<file path="src/hw/rtl/hrld_pkg.sv">
// ----------------------------------------------------------------------------
// HTTP response line deframer package
// Shared codes, character constants, result bundle and small helper functions.
// ----------------------------------------------------------------------------
package hrld_pkg;

	// Default size of the line store in characters.
	localparam int LINE_MAX_DEF = 256;

	// Beat kinds on the input stream.
	localparam logic [1:0] KIND_BYTE    = 2'd0;
	localparam logic [1:0] KIND_NEW     = 2'd1;
	localparam logic [1:0] KIND_VERDICT = 2'd2;

	// Event codes on the output stream.
	localparam logic [2:0] EV_CHAR       = 3'd0;
	localparam logic [2:0] EV_HDR_LINE   = 3'd1;
	localparam logic [2:0] EV_HDR_END    = 3'd2;
	localparam logic [2:0] EV_PAY_LINE   = 3'd3;
	localparam logic [2:0] EV_CHUNK_LINE = 3'd4;
	localparam logic [2:0] EV_CHUNK_DONE = 3'd5;
	localparam logic [2:0] EV_CHUNK_ERR  = 3'd6;

	// Characters the parser looks for.
	localparam logic [7:0] CH_CR    = 8'h0D;
	localparam logic [7:0] CH_LF    = 8'h0A;
	localparam logic [7:0] CH_SPACE = 8'h20;
	localparam logic [7:0] CH_ZERO  = 8'h30;
	localparam logic [7:0] CH_LOW_C = 8'h63;

	// Index of the last character of the transfer coding keyword.
	localparam logic [2:0] PAT_LAST = 3'd6;

	// Chunk head depth and the index that means "receiving data".
	localparam logic [2:0] HEAD_DATA = 3'd4;

	// Width of the chunk byte counter: up to three hex digits plus sign.
	localparam int BLW = 13;

	// One result beat as produced by the parser core.
	typedef struct packed {
		logic       vld;
		logic [2:0] ev;
		logic [7:0] byte_val;
		logic [7:0] len;
		logic       chunked;
	} res_t;

	// Keyword "chunked", one character per position.
	function automatic logic [7:0] pat_char(input logic [2:0] idx);
		logic [7:0] ch;
		case (idx)
			3'd0: ch = 8'h63;
			3'd1: ch = 8'h68;
			3'd2: ch = 8'h75;
			3'd3: ch = 8'h6E;
			3'd4: ch = 8'h6B;
			3'd5: ch = 8'h65;
			3'd6: ch = 8'h64;
			default: ch = 8'h00;
		endcase
		return ch;
	endfunction

	// Hex digit decode: bit 4 flags a valid digit, bits 3:0 its value.
	function automatic logic [4:0] hex_dec(input logic [7:0] ch);
		logic [4:0] r;
		r = 5'd0;
		if (ch >= 8'h30 && ch <= 8'h39) begin
			r = {1'b1, 4'(ch - 8'h30)};
		end else if (ch >= 8'h61 && ch <= 8'h66) begin
			r = {1'b1, 4'(ch - 8'h57)};
		end else if (ch >= 8'h41 && ch <= 8'h46) begin
			r = {1'b1, 4'(ch - 8'h37)};
		end
		return r;
	endfunction

endpackage

</file>
<file path="src/hw/rtl/hrld_core.sv">
// ----------------------------------------------------------------------------
// HTTP response line deframer parser core
// Holds the parser state and turns one beat into at most one result.
// ----------------------------------------------------------------------------
module hrld_core import hrld_pkg::*; #(
	parameter int LINE_MAX = LINE_MAX_DEF
) (
	input  logic       clk,
	input  logic       arst_n,
	input  logic       fire,
	input  logic [1:0] kind,
	input  logic [7:0] data_byte,
	input  logic       verdict_flush,
	output res_t       res
);

	localparam int LCW = $clog2(LINE_MAX);
	localparam logic [LCW-1:0] LINE_FULL = LCW'(LINE_MAX - 1);

	logic                  in_header_q, n_in_header;
	logic                  chunked_q, n_chunked;
	logic                  flush_q, n_flush;
	logic [LCW-1:0]        line_q, n_line;
	logic [2:0]            mprog_q, n_mprog;
	logic                  mfound_q, n_mfound;
	logic [2:0]            hidx_q, n_hidx;
	logic [3:0][7:0]       head_q, n_head;
	logic signed [BLW-1:0] bleft_q, n_bleft;

	logic [LCW+7:0]        line_ext;
	logic [LCW+7:0]        nline_ext;

	assign line_ext  = {8'd0, line_q};
	assign nline_ext = {8'd0, n_line};

	// Next-state and result logic for one beat.
	always_comb begin
		logic [7:0]  c;
		logic [7:0]  hb;
		logic [4:0]  hd;
		logic        stop;
		logic [11:0] size;
		logic        done;
		c           = data_byte;
		hb          = 8'd0;
		hd          = 5'd0;
		stop        = 1'b0;
		size        = 12'd0;
		done        = 1'b0;
		n_in_header = in_header_q;
		n_chunked   = chunked_q;
		n_flush     = flush_q;
		n_line      = line_q;
		n_mprog     = mprog_q;
		n_mfound    = mfound_q;
		n_hidx      = hidx_q;
		n_head      = head_q;
		n_bleft     = bleft_q;
		res         = '0;
		if (fire) begin
			case (kind)
				KIND_NEW: begin
					n_in_header = 1'b1;
					n_chunked   = 1'b0;
					n_flush     = 1'b0;
					n_line      = '0;
					n_mprog     = 3'd0;
					n_mfound    = 1'b0;
					n_hidx      = 3'd0;
					n_head      = '0;
					n_bleft     = '0;
				end
				KIND_VERDICT: begin
					n_flush = verdict_flush;
				end
				KIND_BYTE: begin
					if (c != CH_CR) begin
						if (in_header_q) begin
							// Header phase: collect lines and watch for the keyword.
							if (c == CH_LF) begin
								if (line_q == '0) begin
									n_in_header = 1'b0;
									n_flush     = 1'b0;
									res.vld     = 1'b1;
									res.ev      = EV_HDR_END;
								end else begin
									if (!flush_q && mfound_q) begin
										n_chunked = 1'b1;
										n_flush   = 1'b1;
									end
									if (!flush_q) begin
										res.vld = 1'b1;
										res.ev  = EV_HDR_LINE;
										res.len = line_ext[7:0];
									end
								end
								n_line   = '0;
								n_mprog  = 3'd0;
								n_mfound = 1'b0;
							end else if (!flush_q && line_q < LINE_FULL) begin
								n_line = line_q + LCW'(1);
								if (c == pat_char(mprog_q)) begin
									if (mprog_q == PAT_LAST) begin
										n_mfound = 1'b1;
										n_mprog  = 3'd0;
									end else begin
										n_mprog = mprog_q + 3'd1;
									end
								end else begin
									n_mprog = (c == CH_LOW_C) ? 3'd1 : 3'd0;
								end
								res.vld      = 1'b1;
								res.ev       = EV_CHAR;
								res.byte_val = c;
								res.len      = nline_ext[7:0];
							end
						end else if (chunked_q) begin
							if (hidx_q < HEAD_DATA) begin
								// Chunk head: gather bytes until a newline.
								if (!(hidx_q == 3'd0 && c < CH_ZERO)) begin
									n_head[hidx_q[1:0]] = c;
									n_hidx = hidx_q + 3'd1;
									if (c == CH_LF) begin
										for (int i = 0; i < 4; i++) begin
											hb = (3'(i) == hidx_q) ? c : head_q[i];
											hd = hex_dec(hb);
											if (!stop && hd[4]) begin
												size = {size[7:0], hd[3:0]};
											end else begin
												stop = 1'b1;
											end
										end
										n_bleft = $signed({1'b0, size});
										n_hidx  = HEAD_DATA;
									end
								end
							end else if (bleft_q > 0) begin
								// Chunk data: count down and store printable bytes.
								n_bleft = bleft_q - BLW'(1);
								if (c == CH_LF) begin
									if (!flush_q) begin
										res.vld = 1'b1;
										res.ev  = EV_CHUNK_LINE;
										res.len = line_ext[7:0];
									end
								end else if (c >= CH_SPACE && line_q < LINE_FULL) begin
									n_line       = line_q + LCW'(1);
									res.vld      = 1'b1;
									res.ev       = EV_CHAR;
									res.byte_val = c;
									res.len      = nline_ext[7:0];
								end
							end else begin
								// After the data a newline must follow.
								n_bleft = '1;
								if (c != CH_LF) begin
									res.vld      = 1'b1;
									res.ev       = EV_CHUNK_ERR;
									res.byte_val = c;
									res.len      = line_ext[7:0];
								end else begin
									done   = (head_q[0] == CH_ZERO) && (head_q[1] == CH_LF);
									n_hidx = 3'd0;
									n_head = '0;
									if (done) begin
										n_line  = '0;
										res.vld = 1'b1;
										res.ev  = EV_CHUNK_DONE;
										res.len = line_ext[7:0];
									end
								end
							end
						end else begin
							// Plain body: frame into lines.
							if (c == CH_LF) begin
								n_line   = '0;
								n_mprog  = 3'd0;
								n_mfound = 1'b0;
								if (!flush_q) begin
									res.vld = 1'b1;
									res.ev  = EV_PAY_LINE;
									res.len = line_ext[7:0];
								end
							end else if (!flush_q && line_q < LINE_FULL) begin
								n_line       = line_q + LCW'(1);
								res.vld      = 1'b1;
								res.ev       = EV_CHAR;
								res.byte_val = c;
								res.len      = nline_ext[7:0];
							end
						end
					end
				end
				default: begin
				end
			endcase
		end
		res.chunked = n_chunked;
	end

	// Parser state registers.
	always_ff @(posedge clk or negedge arst_n) begin
		if (!arst_n) begin
			in_header_q <= 1'b1;
			chunked_q   <= 1'b0;
			flush_q     <= 1'b0;
			line_q      <= '0;
			mprog_q     <= 3'd0;
			mfound_q    <= 1'b0;
			hidx_q      <= 3'd0;
			head_q      <= '0;
			bleft_q     <= '0;
		end else begin
			in_header_q <= n_in_header;
			chunked_q   <= n_chunked;
			flush_q     <= n_flush;
			line_q      <= n_line;
			mprog_q     <= n_mprog;
			mfound_q    <= n_mfound;
			hidx_q      <= n_hidx;
			head_q      <= n_head;
			bleft_q     <= n_bleft;
		end
	end

	// The head index never passes the data position.
	a_hidx_range: assert property (@(posedge clk) disable iff (!arst_n)
		hidx_q <= HEAD_DATA)
		else $error("chunk head index out of range");

	// The chunk byte counter saturates at minus one.
	a_bleft_floor: assert property (@(posedge clk) disable iff (!arst_n)
		bleft_q >= -1)
		else $error("chunk byte counter below minus one");

	// A new response returns the parser to the header phase with an empty line.
	a_new_resp: assert property (@(posedge clk) disable iff (!arst_n)
		(fire && kind == KIND_NEW) |=> (in_header_q && line_q == '0 && !chunked_q))
		else $error("new response did not reset parser");

	// Results only appear for an accepted stream byte.
	a_res_src: assert property (@(posedge clk) disable iff (!arst_n)
		res.vld |-> (fire && kind == KIND_BYTE && data_byte != CH_CR))
		else $error("result without a stream byte");

	// The keyword match only progresses in the header phase.
	a_match_hdr: assert property (@(posedge clk) disable iff (!arst_n)
		(mprog_q != $past(mprog_q) && mprog_q != 3'd0) |-> $past(in_header_q))
		else $error("keyword match outside header");

endmodule

</file>
<file path="src/hw/rtl/http_response_line_deframer.sv">
// ----------------------------------------------------------------------------
// HTTP response line deframer
// Drops CR, frames header and body lines, decodes chunked transfer coding.
// ----------------------------------------------------------------------------
//  Channel   Direction  Beat contents
//  s_*       in         tuser[1:0] kind; tdata[7:0] data_byte, [8] verdict_flush
//  m_*       out        tuser[2:0] event_res; tdata[7:0] out_byte,
//                       [15:8] line_length, [16] is_chunked
//
// One beat is accepted per cycle while s_tready is high. A beat is held in the
// input register and parsed by the core; any result lands in the output
// register, from which it is offered on m_*. The input register frees whenever
// the output register is empty or being taken, so back pressure on m_* stalls
// the input by one beat of slack only. Reset (arst_n low) returns the parser
// to the header phase and empties both registers; there is no clearing pass.
// ----------------------------------------------------------------------------
module http_response_line_deframer import hrld_pkg::*; #(
	parameter int LINE_MAX = LINE_MAX_DEF
) (
	input  logic        clk,
	input  logic        arst_n,
	input  logic        s_tvalid,
	output logic        s_tready,
	input  logic [15:0] s_tdata,   // [7:0] data_byte, [8] verdict_flush, rest zero
	input  logic [1:0]  s_tuser,   // [1:0] kind
	output logic        m_tvalid,
	input  logic        m_tready,
	output logic [23:0] m_tdata,   // [7:0] out_byte, [15:8] line_length, [16] is_chunked
	output logic [2:0]  m_tuser    // [2:0] event_res
);

	logic       vld_s1;
	logic [1:0] kind_s1;
	logic [7:0] byte_s1;
	logic       verd_s1;
	logic       advance;
	res_t       res;
	logic       m_vld_q;
	logic [2:0] ev_q;
	logic [7:0] byte_q;
	logic [7:0] len_q;
	logic       chunked_q;

	// The held beat moves on when the output register can take its result.
	assign advance  = vld_s1 && (!m_vld_q || m_tready);
	assign s_tready = !vld_s1 || advance;

	// Input register.
	always_ff @(posedge clk or negedge arst_n) begin
		if (!arst_n) begin
			vld_s1 <= 1'b0;
		end else if (s_tready) begin
			vld_s1 <= s_tvalid;
		end
	end

	always_ff @(posedge clk) begin
		if (s_tready && s_tvalid) begin
			kind_s1 <= s_tuser;
			byte_s1 <= s_tdata[7:0];
			verd_s1 <= s_tdata[8];
		end
	end

	hrld_core #(
		.LINE_MAX (LINE_MAX)
	) u_core (
		.clk           (clk),
		.arst_n        (arst_n),
		.fire          (advance),
		.kind          (kind_s1),
		.data_byte     (byte_s1),
		.verdict_flush (verd_s1),
		.res           (res)
	);

	// Output register.
	always_ff @(posedge clk or negedge arst_n) begin
		if (!arst_n) begin
			m_vld_q <= 1'b0;
		end else if (advance) begin
			m_vld_q <= res.vld;
		end else if (m_tready) begin
			m_vld_q <= 1'b0;
		end
	end

	always_ff @(posedge clk) begin
		if (advance && res.vld) begin
			ev_q      <= res.ev;
			byte_q    <= res.byte_val;
			len_q     <= res.len;
			chunked_q <= res.chunked;
		end
	end

	assign m_tvalid = m_vld_q;
	assign m_tuser  = ev_q;
	assign m_tdata  = {7'd0, chunked_q, len_q, byte_q};

	// A pending result is held until it is taken.
	a_out_hold: assert property (@(posedge clk) disable iff (!arst_n)
		(m_vld_q && !m_tready) |=> (m_vld_q && $stable(ev_q) && $stable(byte_q)))
		else $error("pending result changed under stall");

	// The input register only stalls while a result waits downstream.
	a_stall_cause: assert property (@(posedge clk) disable iff (!arst_n)
		!s_tready |-> (vld_s1 && m_vld_q && !m_tready))
		else $error("input stalled without back pressure");

	// Event codes stay within the defined set.
	a_ev_range: assert property (@(posedge clk) disable iff (!arst_n)
		m_vld_q |-> (ev_q <= EV_CHUNK_ERR))
		else $error("undefined event code");

endmodule

</file>
<file path="config.mk">
export PLATFORM = sky130hd
export DESIGN_NAME = http_response_line_deframer
export DESIGN_NICKNAME = d
export VERILOG_FILES = /design/src/hw/rtl/hrld_pkg.sv /design/src/hw/rtl/hrld_core.sv /design/src/hw/rtl/http_response_line_deframer.sv
export SDC_FILE = /design/constraint.sdc
export NUM_CORES = 1
export LEC_CHECK = 0
export ABC_AREA = 1
export BUFFER_PORTS_ARGS = -buffer_cell sky130_fd_sc_hd__buf_2
export CAP_MARGIN = 0
export CORE_ASPECT_RATIO = 1.75
export CORE_MARGIN = 2
export CORE_UTILIZATION = 39
export DETAILED_ROUTE_END_ITERATION = 10
export PLACE_DENSITY = 0.56
export SYNTH_ARGS = -nofsm -noshare
export SYNTH_HDL_FRONTEND = slang
export SYNTH_SLANG_ARGS = --single-unit
</file>
<file path="constraint.sdc">
create_clock -name clk -period 9.1 [get_ports clk]
set_input_delay 0 -clock clk [delete_from_list [all_inputs] [get_ports clk]]
set_output_delay 0 -clock clk [all_outputs]
set_load 0.01 [all_outputs]
</file>
==> impl_metrics.json <==
{
  "slowest_delay_ns": 0.77,
  "portBuffers": 36,
  "ios": 51,
  "ys_warn_count": 0,
  "synth.distinct_cells": 47,
  "worstPathMaxFanout": 26,
  "syn_area_um2": 7100,
  "drv_cap": 0,
  "rows": 65,
  "tritoncts": "done",
  "start_util": 0.395,
  "syn_avg_cell_area_um2": 6.89,
  "track_usage": 0.235,
  "drive_above_1_share": 0.0906,
  "first_global_vias": 6794,
  "drc": 0,
  "peakVddDrop_v": 0.000131,
  "cts.clk_slew.worst_paths_ns": 0.07,
  "status": "completed",
  "via_per_inst": 5.16,
  "ys_seq_area_frac": 0.360,
  "vias": 6739,
  "drtIter0Drc": 327,
  "die_w_um": 106,
  "post-route-period-util": 0.468,
  "die-height_um": 183,
  "cts_sinks": 96,
  "cp_common_cell": "nand2_1",
  "num_antenna_cells": 0,
  "antenna_found_initial": 0,
  "regArea_um2": 2560,
  "grt_max_degree": 66,
  "routed_wl_um": 21700,
  "dieArea_um2": 19300,
  "skew_ns": 0.0118,
  "pwr_density_cell_nw_per_um2": 210,
  "required_ns": 9.35,
  "setup_viol": 0,
  "cp-start-kind": "flip-flop",
  "fmax_ghz": 0.235,
  "grt.overflow.total": 0,
  "slew_headroom": 0.300,
  "clk_path_buf_depth": 2,
  "synth-seq-cells": 96,
  "ant_nets": 0,
  "core_area_um2": 18000,
  "finalHoldViolCount": 0,
  "clk_latency_ns": 0.36,
  "crit_path_end_kind": "flip-flop",
  "path_cells": "inv_2 -> ha_1 -> o21ai_1 -> ha_1 -> nor2_1 -> o21ai_0 -> nand4_1 -> o21ai_1 -> inv_1 -> nor2_2 -> nand2_1 -> nand3_1 -> nand2_1 -> nand2_1 -> nand2_1",
  "grt_pass1_wl_um": 34800,
  "clk_root_buffer_cell": "clkbuf_16",
  "finalCriticalPeriod_ns": 4.26,
  "synthCells": 1031,
  "tightest_slew_ns": 1.05,
  "critPathSlowestCell": "dfrtp_1",
  "nNetsFinal": 1113,
  "holdCritPathClass": "input pin to flip-flop",
  "avgRoutedWirePerCell_um": 16.7,
  "areaGrowthSynthToFinish_pct": 10.5,
  "nFillCells": 1904,
  "leakage_nw": 3.76,
  "cts_buffers": 9,
  "first_pass_iters": 6,
  "multi_input_area_um2": 3790,
  "crit_type": "flip-flop to flip-flop",
  "dp_hpwl_um": 16700,
  "drv_slew": 0,
  "grt_setup_unrepaired": "false",
  "whs_ns": 0.365,
  "cp.arrival_ns": 4.51,
  "h-tree-depth": 3,
  "routabilityCongestion": 0.962,
  "setup_tns_ns": 0
}
## cells in the final DEF, fill, tap and decap left out, types with 4 or more instances in the layout
cell type | Yosys | layout
xor2_1 | 18 | 18
nand2_1 | 297 | 297
conb_1 | 1 | 7
o22ai_1 | 4 | 4
clkbuf_16 | 0 | 9
nand4_1 | 18 | 18
nor3_1 | 9 | 9
nand3_1 | 55 | 55
o211ai_1 | 8 | 8
inv_2 | 12 | 12
inv_1 | 133 | 133
o21ai_2 | 5 | 5
nand3b_1 | 4 | 4
a21oi_1 | 41 | 41
buf_2 | 17 | 36
dlygate4sd3_1 | 0 | 15
o21ai_0 | 81 | 81
buf_4 | 9 | 4
nor2_4 | 4 | 4
a31oi_1 | 6 | 6
a21oi_2 | 4 | 4
o21ai_1 | 39 | 39
ha_1 | 25 | 25
edfxtp_1 | 31 | 31
nand2_2 | 5 | 5
dfrtp_1 | 64 | 64
nor2_1 | 99 | 99
## layout make-up
class / count / area share
Clock buffer: 10 / 0.0292
Clock inverter: 6 / 0.00861
Inverter: 146 / 0.0698
Multi-Input combinational cell: 758 / 0.483
Sequential cell: 96 / 0.326
Tap cell: 234 / 0.0373
Timing Repair Buffer: 55 / 0.0459
## logic make-up after synthesis
logic type / share of synthesized area
buffers and inverters: 0.109
multiplexers: 0.00141
flip-flops: 0.360
other: 0.000528
adder cells (fa/ha/maj): 0.0440
XOR/XNOR: 0.0259
AND/OR/NAND/NOR: 0.305
AO/OA/AOI/OAI: 0.154
## synthesized netlist by cell type (all sizes together)
master  instances  area (µm²)
a211oi          3        22.5
a21boi          1        7.51
a21oi          45         240
a31oi           6        37.5
and3            1        6.26
buf            30         198
clkbuf          7        26.3
clkinv          1        3.75
conb            1        3.75
dfrtp          64        1600
dfstp           1        26.3
edfxtp         31         931
ha             25         313
inv           145         544
mux2i           1        10.0
nand2         302        1150
nand3          57         295
nand3b          4        30.0
nand4          18         113
nor2          107         455
nor3           13        91.3
nor3b           1        7.51
nor4            1        6.26
o211ai          8        60.1
o21ai         126         661
o22ai           4        25.0
o311a           1        10.0
o31ai           2        15.0
o32ai           2        17.5
or2             1        6.26
or4             1        7.51
xnor2           3        26.3
xor2           18         158
## critical path, delay by kind of cell (launching register included)
kind                     cells  cell delay [ns]
AO/OA/AOI/OAI                3             0.93
adder cells (fa/ha/maj)      2             0.71
buffers and inverters        2             0.63
flip-flops                   1             0.77
AND/OR/NAND/NOR              8             1.10
## path summary, 6_finish.rpt
| check | from | end | slack, ns | depth (start not counted) |
|---|---|---|---|---|
| max | u_core.hidx_q[2] | u_core.bleft_q[6] | 4.84 | 15 |
| min | s_tdata[1] | byte_s1[1] | 0.37 | 2 |
| max reg2reg | u_core.hidx_q[2] | u_core.bleft_q[6] | 4.84 | 15 |
| min reg2reg | u_core.bleft_q[11] | u_core.bleft_q[11] | 0.48 | 2 |
| max in group asynchronous | arst_n | u_core.head_q[24] | 8.07 | 3 |
| min in group asynchronous | arst_n | u_core.head_q[1] | 0.38 | 3 |
## power by group
group	switching [W]	internal [W]	total, W
sequential	0.0000678	0.000510	0.000577
combinational	0.000475	0.000206	0.000681
clock	0.000179	0.000215	0.000393
total	0.000721	0.000930	0.00165
## metal layers
| metal | vias to the layer above | global-route usage | wire (µm) |
|---|---|---|---|
| met5 | - | 0 | 0 |
| met4 | 0 | 0.162 | 1470 |
| met3 | 75 | 0.0214 | 539 |
| met2 | 160 | 0.461 | 12200 |
| met1 | 3112 | 0.224 | 7580 |
| li1 | 3392 | - | - |
## timing repair
item	in CTS	in global routing
gates resized for setup	0	0
setup endpoints to repair	0	0
hold buffers	15	0
endpoints found under the hold margin	77	0
buffers inserted	0	0
## stage by stage
step	util	instance area, µm²	worst slack [ns]	cells	total power [W]
5_1_grt	0.437	7850	4.47	1305	0.00178
3_3_place_gp	0.412	7400	4.83	1274	0.00125
2_1_floorplan	-	7120	5.83	1037	0.00108
6_report	0.437	7850	4.84	1305	0.00165
4_1_cts	0.437	7850	4.81	1305	0.00166
3_5_place_dp	0.412	7400	4.82	1274	0.00126
## flip-flops by register name, summed over array words and instances (netlist names), 2 cells and up
signal / cells
u_core.bleft_q: 13
byte_q: 8
kind_s1: 2
byte_s1: 8
len_q: 8
m_tuser: 3
u_core.mprog_q: 3
u_core.hidx_q: 3
u_core.line_q: 8
u_core.head_q: 32
No activity file was read; power rests on OpenSTA's default activity.
